$ cat src/design/krq_pkg.sv
package krq_pkg;

    localparam int NUM_KEYS_DEFAULT    = 4;
    localparam int QUEUE_DEPTH_DEFAULT = 3;

    localparam int ID_REGS     = 4;
    localparam int ID_SEL_W    = $clog2(ID_REGS);
    localparam int KEY_LEVEL_W = 4;
    localparam int KEY_ID_W    = 8;
    localparam int TIME_W      = 32;
    localparam int MIN_PRESS_W = 16;
    localparam int KEY_COUNT_W = 3;
    localparam int PEND_W      = 2;
    localparam int CFG_INDEX_W = 3;
    localparam int CFG_DATA_W  = 16;

    localparam logic [MIN_PRESS_W-1:0] MIN_PRESS_RESET = 16'd50;

    localparam logic FUNC_SCAN = 1'b0;
    localparam logic FUNC_POP  = 1'b1;

    typedef enum logic [CFG_INDEX_W-1:0] {
        REG_KEY_COUNT = 3'd0,
        REG_KEY_ID_0  = 3'd1,
        REG_KEY_ID_1  = 3'd2,
        REG_KEY_ID_2  = 3'd3,
        REG_KEY_ID_3  = 3'd4,
        REG_MIN_PRESS = 3'd5
    } cfg_reg_t;

    typedef logic [ID_REGS-1:0][KEY_ID_W-1:0] key_id_array_t;

    typedef struct packed {
        logic                   func;
        logic [KEY_LEVEL_W-1:0] key_levels;
        logic [TIME_W-1:0]      now_ms;
    } cmd_word_t;

    typedef struct packed {
        logic                event_valid;
        logic [KEY_ID_W-1:0] event_key_id;
        logic [PEND_W-1:0]   pending_count;
    } result_word_t;

    typedef struct packed {
        logic load;
        logic pop;
    } merge_ctrl_t;

endpackage

$ cat src/design/krq_lane.sv
module krq_lane (
    input  logic                             clk,
    input  logic                             rst_n,
    input  logic                             accept,
    input  logic                             step,
    input  logic                             level,
    input  logic [krq_pkg::TIME_W-1:0]       now_ms,
    input  logic [krq_pkg::MIN_PRESS_W-1:0]  min_press_ms,
    output logic                             qualify
);

    localparam int TIME_W = krq_pkg::TIME_W;

    logic              pressed_reg;
    logic              pressed_next;
    logic [TIME_W-1:0] start_reg;
    logic [TIME_W-1:0] start_next;
    logic              qual_reg;
    logic              qual_next;
    logic [TIME_W-1:0] held;

    assign held = now_ms - start_reg;

    always_comb
    begin
        pressed_next = pressed_reg;
        start_next   = start_reg;
        qual_next    = 1'b0;
        if (step)
        begin
            if (!level && !pressed_reg)
            begin
                pressed_next = 1'b1;
                start_next   = now_ms;
            end
            else if (level && pressed_reg)
            begin
                pressed_next = 1'b0;
                qual_next    = (held >= TIME_W'(min_press_ms));
            end
        end
    end

    always_ff @(posedge clk or negedge rst_n)
    begin
        if (!rst_n)
        begin
            pressed_reg <= 1'b0;
            qual_reg    <= 1'b0;
        end
        else
        begin
            pressed_reg <= pressed_next;
            if (accept)
            begin
                qual_reg <= qual_next;
            end
        end
    end

    always_ff @(posedge clk)
    begin
        start_reg <= start_next;
    end

    assign qualify = qual_reg;

`ifndef SYNTHESIS
    // The pressed flag moves only on a scan that covers this key.
    a_pressed_holds: assert property (@(posedge clk) disable iff (!rst_n)
        !step |=> $stable(pressed_reg))
        else $error("key flag changed without a scan");
`endif

endmodule

$ cat src/design/krq_merge.sv
module krq_merge #(
    parameter int LANES       = krq_pkg::NUM_KEYS_DEFAULT,
    parameter int QUEUE_DEPTH = krq_pkg::QUEUE_DEPTH_DEFAULT
) (
    input  logic                   clk,
    input  logic                   rst_n,
    input  krq_pkg::merge_ctrl_t   ctrl,
    input  logic [LANES-1:0]       qualify,
    input  krq_pkg::key_id_array_t key_id,
    input  logic                   evt_ready,
    output logic                   evt_valid,
    output krq_pkg::result_word_t  evt_word
);

    localparam int CW     = $clog2(QUEUE_DEPTH + 1);
    localparam int PW     = CW + 2;
    localparam int ID_W   = krq_pkg::KEY_ID_W;
    localparam int PEND_W = krq_pkg::PEND_W;

    logic [ID_W-1:0]       queue_reg  [QUEUE_DEPTH];
    logic [ID_W-1:0]       queue_next [QUEUE_DEPTH];
    logic [CW-1:0]         count_reg;
    logic [CW-1:0]         count_next;
    logic [PW-1:0]         pos [LANES];
    logic [PW-1:0]         acc;
    logic                  evt_valid_reg;
    krq_pkg::result_word_t evt_word_reg;
    krq_pkg::result_word_t result;

    always_comb
    begin
        acc = PW'(count_reg);
        for (int i = 0; i < LANES; i++)
        begin
            pos[i] = acc;
            acc    = acc + PW'(qualify[i]);
        end
    end

    always_comb
    begin
        for (int e = 0; e < QUEUE_DEPTH; e++)
        begin
            queue_next[e] = queue_reg[e];
        end
        count_next           = count_reg;
        result.event_valid   = 1'b0;
        result.event_key_id  = '0;
        if (ctrl.pop)
        begin
            if (count_reg != '0)
            begin
                result.event_valid  = 1'b1;
                result.event_key_id = queue_reg[0];
                for (int e = 0; e < QUEUE_DEPTH - 1; e++)
                begin
                    queue_next[e] = queue_reg[e + 1];
                end
                count_next = count_reg - 1'b1;
            end
        end
        else
        begin
            for (int e = 0; e < QUEUE_DEPTH; e++)
            begin
                for (int i = 0; i < LANES; i++)
                begin
                    if (qualify[i] && pos[i] == PW'(e))
                    begin
                        queue_next[e] = key_id[i];
                    end
                end
            end
            count_next = (acc > PW'(QUEUE_DEPTH)) ? CW'(QUEUE_DEPTH) : CW'(acc);
        end
        result.pending_count = PEND_W'(count_next);
    end

    always_ff @(posedge clk or negedge rst_n)
    begin
        if (!rst_n)
        begin
            count_reg     <= '0;
            evt_valid_reg <= 1'b0;
        end
        else
        begin
            if (ctrl.load)
            begin
                count_reg     <= count_next;
                evt_valid_reg <= 1'b1;
            end
            else if (evt_ready)
            begin
                evt_valid_reg <= 1'b0;
            end
        end
    end

    always_ff @(posedge clk)
    begin
        if (ctrl.load)
        begin
            for (int e = 0; e < QUEUE_DEPTH; e++)
            begin
                queue_reg[e] <= queue_next[e];
            end
            evt_word_reg <= result;
        end
    end

    assign evt_valid = evt_valid_reg;
    assign evt_word  = evt_word_reg;

`ifndef SYNTHESIS
    a_count_bound: assert property (@(posedge clk) disable iff (!rst_n)
        count_reg <= CW'(QUEUE_DEPTH))
        else $error("queue count beyond depth");

    a_scan_no_event: assert property (@(posedge clk) disable iff (!rst_n)
        ctrl.load && !ctrl.pop |=> !evt_word_reg.event_valid)
        else $error("scan word reported an event");

    a_pop_takes_one: assert property (@(posedge clk) disable iff (!rst_n)
        ctrl.load && ctrl.pop && count_reg != '0
        |=> evt_word_reg.event_valid && count_reg == $past(count_reg) - 1'b1)
        else $error("pop did not remove exactly one event");
`endif

endmodule

$ cat src/design/key_release_event_queue_unit.sv
// Channel  Handshake               Word
// cmd      cmd_valid / cmd_ready   cmd_word  (func, key_levels, now_ms)
// evt      evt_valid / evt_ready   evt_word  (event_valid, event_key_id, pending_count)
// cfg      cfg_wr_en               cfg_index, cfg_wdata
//
// One word is accepted each cycle cmd_ready is high; its result is registered in evt_word.
// The key lanes compare hold times in the first stage and the queue merge runs in the second.
// Reset is asynchronous and active low; there is no clearing pass after reset.
// A stalled result holds the output register, and one more word may enter behind it.
module key_release_event_queue_unit #(
    parameter int NUM_KEYS    = krq_pkg::NUM_KEYS_DEFAULT,
    parameter int QUEUE_DEPTH = krq_pkg::QUEUE_DEPTH_DEFAULT
) (
    input  logic                             clk,
    input  logic                             rst_n,
    input  logic                             cmd_valid,
    output logic                             cmd_ready,
    input  krq_pkg::cmd_word_t               cmd_word,
    output logic                             evt_valid,
    input  logic                             evt_ready,
    output krq_pkg::result_word_t            evt_word,
    input  logic                             cfg_wr_en,
    input  logic [krq_pkg::CFG_INDEX_W-1:0]  cfg_index,
    input  logic [krq_pkg::CFG_DATA_W-1:0]   cfg_wdata
);

    localparam int LANES    = (NUM_KEYS < krq_pkg::ID_REGS) ? NUM_KEYS : krq_pkg::ID_REGS;
    localparam int KC_W     = krq_pkg::KEY_COUNT_W;
    localparam int ID_W     = krq_pkg::KEY_ID_W;
    localparam int ID_SEL_W = krq_pkg::ID_SEL_W;
    localparam int MP_W     = krq_pkg::MIN_PRESS_W;
    localparam int IDX_W    = krq_pkg::CFG_INDEX_W;

    logic [KC_W-1:0]        key_count_reg;
    krq_pkg::key_id_array_t key_id_reg;
    logic [MP_W-1:0]        min_press_reg;
    logic [ID_SEL_W-1:0]    id_slot;

    logic                   s1_valid_reg;
    logic                   s1_pop_reg;
    logic                   accept;
    logic                   load;
    logic                   scan;
    logic [LANES-1:0]       qualify;
    krq_pkg::merge_ctrl_t   ctrl;

    assign id_slot = ID_SEL_W'(cfg_index - IDX_W'(krq_pkg::REG_KEY_ID_0));

    always_ff @(posedge clk or negedge rst_n)
    begin
        if (!rst_n)
        begin
            key_count_reg <= '0;
            key_id_reg    <= '0;
            min_press_reg <= krq_pkg::MIN_PRESS_RESET;
        end
        else if (cfg_wr_en)
        begin
            if (cfg_index == krq_pkg::REG_KEY_COUNT)
            begin
                key_count_reg <= KC_W'(cfg_wdata);
            end
            else if (cfg_index >= krq_pkg::REG_KEY_ID_0 && cfg_index <= krq_pkg::REG_KEY_ID_3)
            begin
                key_id_reg[id_slot] <= ID_W'(cfg_wdata);
            end
            else if (cfg_index == krq_pkg::REG_MIN_PRESS)
            begin
                min_press_reg <= MP_W'(cfg_wdata);
            end
        end
    end

    assign load      = s1_valid_reg && (!evt_valid || evt_ready);
    assign cmd_ready = !s1_valid_reg || load;
    assign accept    = cmd_valid && cmd_ready;
    assign scan      = accept && (cmd_word.func == krq_pkg::FUNC_SCAN);

    always_ff @(posedge clk or negedge rst_n)
    begin
        if (!rst_n)
        begin
            s1_valid_reg <= 1'b0;
        end
        else if (accept)
        begin
            s1_valid_reg <= 1'b1;
        end
        else if (load)
        begin
            s1_valid_reg <= 1'b0;
        end
    end

    always_ff @(posedge clk)
    begin
        if (accept)
        begin
            s1_pop_reg <= (cmd_word.func == krq_pkg::FUNC_POP);
        end
    end

    for (genvar i = 0; i < LANES; i++)
    begin : g_lane
        krq_lane u_lane (
            .clk          (clk),
            .rst_n        (rst_n),
            .accept       (accept),
            .step         (scan && (key_count_reg > KC_W'(i))),
            .level        (cmd_word.key_levels[i]),
            .now_ms       (cmd_word.now_ms),
            .min_press_ms (min_press_reg),
            .qualify      (qualify[i])
        );
    end

    assign ctrl.load = load;
    assign ctrl.pop  = s1_pop_reg;

    krq_merge #(
        .LANES       (LANES),
        .QUEUE_DEPTH (QUEUE_DEPTH)
    ) u_merge (
        .clk       (clk),
        .rst_n     (rst_n),
        .ctrl      (ctrl),
        .qualify   (qualify),
        .key_id    (key_id_reg),
        .evt_ready (evt_ready),
        .evt_valid (evt_valid),
        .evt_word  (evt_word)
    );

endmodule
$ cat config.mk
export PLATFORM = sky130hd
export DESIGN_NAME = key_release_event_queue_unit
export DESIGN_NICKNAME = d
export VERILOG_FILES = /design/src/design/krq_pkg.sv /design/src/design/krq_lane.sv /design/src/design/krq_merge.sv /design/src/design/key_release_event_queue_unit.sv
export SDC_FILE = /design/constraint.sdc
export NUM_CORES = 1
export LEC_CHECK = 0
export BUFFER_PORTS_ARGS = -buffer_cell sky130_fd_sc_hd__buf_4
export CAP_MARGIN = 10
export CELL_PAD_IN_SITES_DETAIL_PLACEMENT = 1
export CELL_PAD_IN_SITES_GLOBAL_PLACEMENT = 1
export CORE_AREA = 5 5 203 205
export CTS_BUF_LIST = sky130_fd_sc_hd__clkbuf_4
export CTS_CLUSTER_SIZE = 20
export DETAILED_ROUTE_END_ITERATION = 12
export DIE_AREA = 0 0 208 210
export PLACE_DENSITY = 0.83
export SYNTH_ARGS = -nofsm -noshare
export SYNTH_HDL_FRONTEND = slang
export SYNTH_SLANG_ARGS = --single-unit
$ cat constraint.sdc
create_clock -name clk -period 4.78 [get_ports clk]
set_clock_uncertainty 0.15 [all_clocks]
set_input_delay 0.956 -clock clk [delete_from_list [all_inputs] [get_ports clk]]
set_output_delay 0.956 -clock clk [all_outputs]
set_load 0.02 [all_outputs]
==> metrics.txt <==
Finished Cell Area=20600 um2; Rel. slew slack=0.235; Synth Area in Compound Gates=0.193; Worst Tran Pin Value=about 1.1 ns; top cells by count, synth=ha_1 (203), inv_1 (169), edfxtp_1 (164); Initial Util=0.450; largest family of logic cells by synthesized area=compound AO/OA/AOI/OAI gates; H-tree levels=3; postcts setup bufs=0; Yosys cell types=86; Final ANT Viol Nets=0; DP Worst Slack=-0.529 ns; layout cell share with drive strength beyond 1=0.196; type of element capturing the critical path=register; fillers=4580; largest net degree at the start of global routing=64; Final Slew Violations=0; RSZ-0062 raised after global routing=no; post-synth top area share=0.279; WL final=54400 um; worst reg2reg setup slack=0.34 ns; Synth Register Bits=roughly 230; CTS Buffer Depth=3; Period minus WS final=between 4 and 5 ns; period utilisation layout=0.939; fin nets=~2300; pwr dens=327 nW/um2; DRC Markers=0; Worst VDD drop=0.000135 V; number of synthesized flops with an enable pin=164; die area=between 40000 and 50000 um2; critical path data required time=5.19 ns; DR vias=15317; Setup crit start kind=input port; Post-synth ARST share=0.278; first-pass GRT wire length=between 80000 and 90000 um; clock sink count=227; worst-path cell chain=buf_4, inv_1, buf_4, ha_1, fa_1, nand2b_1, a21oi_1, o211ai_1, a21oi_1, nor2_1, xnor2_1, ha_1, nor2b_1, o21ai_0, nand4_1, nor4_2, o2111ai_1, a211oi_1, nand4_1, nor4b_1, a41oi_1; status=finished clean; Pre-Repair DR Iteration Count=5; Final Hold Fails=0; DPL Wire Length=41900 um; DR vias/cell=5.82; Syn Std Cell Area=17700 um2; Die Y=between 200 and 250 um; Clock Pin Slew Worst Setup and Hold Paths=0.06 ns; number of global-route vias before repair=16557; count leader, synth=ha_1; initial antenna violation count=2; Post-Syn Nets=2110; setup ws final=0.291 ns; root buf cell=clkbuf_4; Avg Cell Area, Syn=9.60 um2; Placed Area=just under 20000 um2; Synth area leaders=edfxtp_1 (28%), ha_1 (14%), dfrtp_1 (8.5%); Worst path slowest cell=fa_1; CTS tree=done; Leakage=8.96 nW; Port Buffers=73; sequential share of the synthesized area=0.368; core area=between 30000 and 40000 um2; Iter 0 DRT Violations=787; DIE WIDTH=about 210 um; TritonCTS buffer count=70; All-Layer GR Usage=0.245; Cells after Synth=1841; IO Pins=74; area grow syn2layout=16.4%; num rows=73; Top FF cell, synth=edfxtp_1; Worst R2R Path Depth=20; final setup fails=0; Hold WC Path Type=input port to asynchronous set/reset pin; WL/cell=just over 20 um; max FFs per register=about 130; maxcap violations=0; Post-Synth XOR/XNOR Area=0.0466; RePlAce Congestion=0.927; yosys warns=0; global route overflow=0; slowest cell delay on critical path=0.43 ns; crit path kind=input port to register; critical path fanouts, max=5; largest area contributor in the netlist=edfxtp_1; simple-gate area share of the yosys netlist=0.133; multiplexer area fraction after synthesis=0.0623; worst endpoint data arrival time=between 4 and 5 ns; Adder-Cell Fraction of Synth Area=0.149; Skew-Pair Late Insertion Delay=0.76 ns; Max Clk Rate=~0.22 GHz
[where the power goes]
part / leakage, nW / total [mW] / internal (mW) / switching (mW)
combinational: 6.18 / 2.21 / 0.940 / 1.27
clock: 0.531 / 2.00 / 1.05 / 0.950
sequential: 2.26 / 2.52 / 2.35 / 0.163
total: 8.96 / 6.73 / 4.34 / 2.38
[timing repair]
item                       CTS  global route
setup endpoints to repair    0             2
resized for setup            0             4
hold buffers                 0             0
[layer usage]
metal,track usage,vias to the layer above,wire length (um)
met3,0.0458,127,2930
met2,0.423,368,26200
met4,0.0974,0,2060
met5,0,-,0
met1,0.305,7554,23100
li1,-,7268,-
[area by class of cell]
class	instances	area, um2	area share
multi-input combinational	1392	10400	0.506
sequential	227	6500	0.316
timing repair buffer	192	1440	0.0701
clock buffer	103	773	0.0376
tap	525	657	0.0319
inverter	170	638	0.0310
clock inverter	23	138	0.00669
antenna	1	2.50	0.000122
[path summary, 6_finish.rpt]
| path | from | end |
|---|---|---|
| max reg2reg | g_lane[2].u_lane.start_reg[1] | g_lane[2].u_lane.qualify |
| min in group clk | cmd_word[0] | g_lane[1].u_lane.start_reg[0] |
| min | rst_n | key_id_reg[28] |
| min reg2reg | s1_valid_reg | u_merge.evt_valid |
| max | cmd_word[0] | g_lane[2].u_lane.qualify |
| max in group asynchronous | rst_n | g_lane[2].u_lane.qualify |
[through the flow]
step	power, mW	cells	util	setup TNS, ns	hold WS, ns
global route	7.17	2633	0.524	0	0.231
detailed placement	4.73	2506	0.500	-1.51	0.344
finish	6.73	2633	0.524	0	0.199
CTS	6.78	2632	0.523	0	0.178
floorplan	3.91	1841	-	0	0.307
global placement	4.57	2506	0.500	-0.775	0.325
[critical path: cells and delay by family]
kind / cells / cell delay [ns]
fa+ha+maj: 3 / 0.94
simple gates: 7 / 1.22
buf+inv: 3 / 0.30
xor+xnor: 1 / 0.14
compound gates: 7 / 1.33
[kinds of logic after synthesis]
group / Yosys count
simple gates: 472
mux: 102
compound gates: 516
buf+inv: 222
fa+ha+maj: 208
flops: 227
xor+xnor: 94
[cells in the final DEF, fill, tap and decap left out, types with 16 or more instances in the layout]
cell type    n
nor3_1      22
clkbuf_4   103
a211oi_1    20
mux2_2      64
o21a_1      29
nand4_1     30
edfxtp_1   164
mux2i_1     38
inv_1      169
nand3_1     38
and3_1      16
dfrtp_1     60
nor2_1     101
a21o_1      51
o21ai_0     98
ha_1       203
a31oi_1     16
a21oi_1    158
xnor2_1     61
xor2_1      33
nor2b_1     24
nand2_1    136
buf_4      192
nand2b_1    23
and2_1      20
No activity file was read; power rests on OpenSTA's default activity.
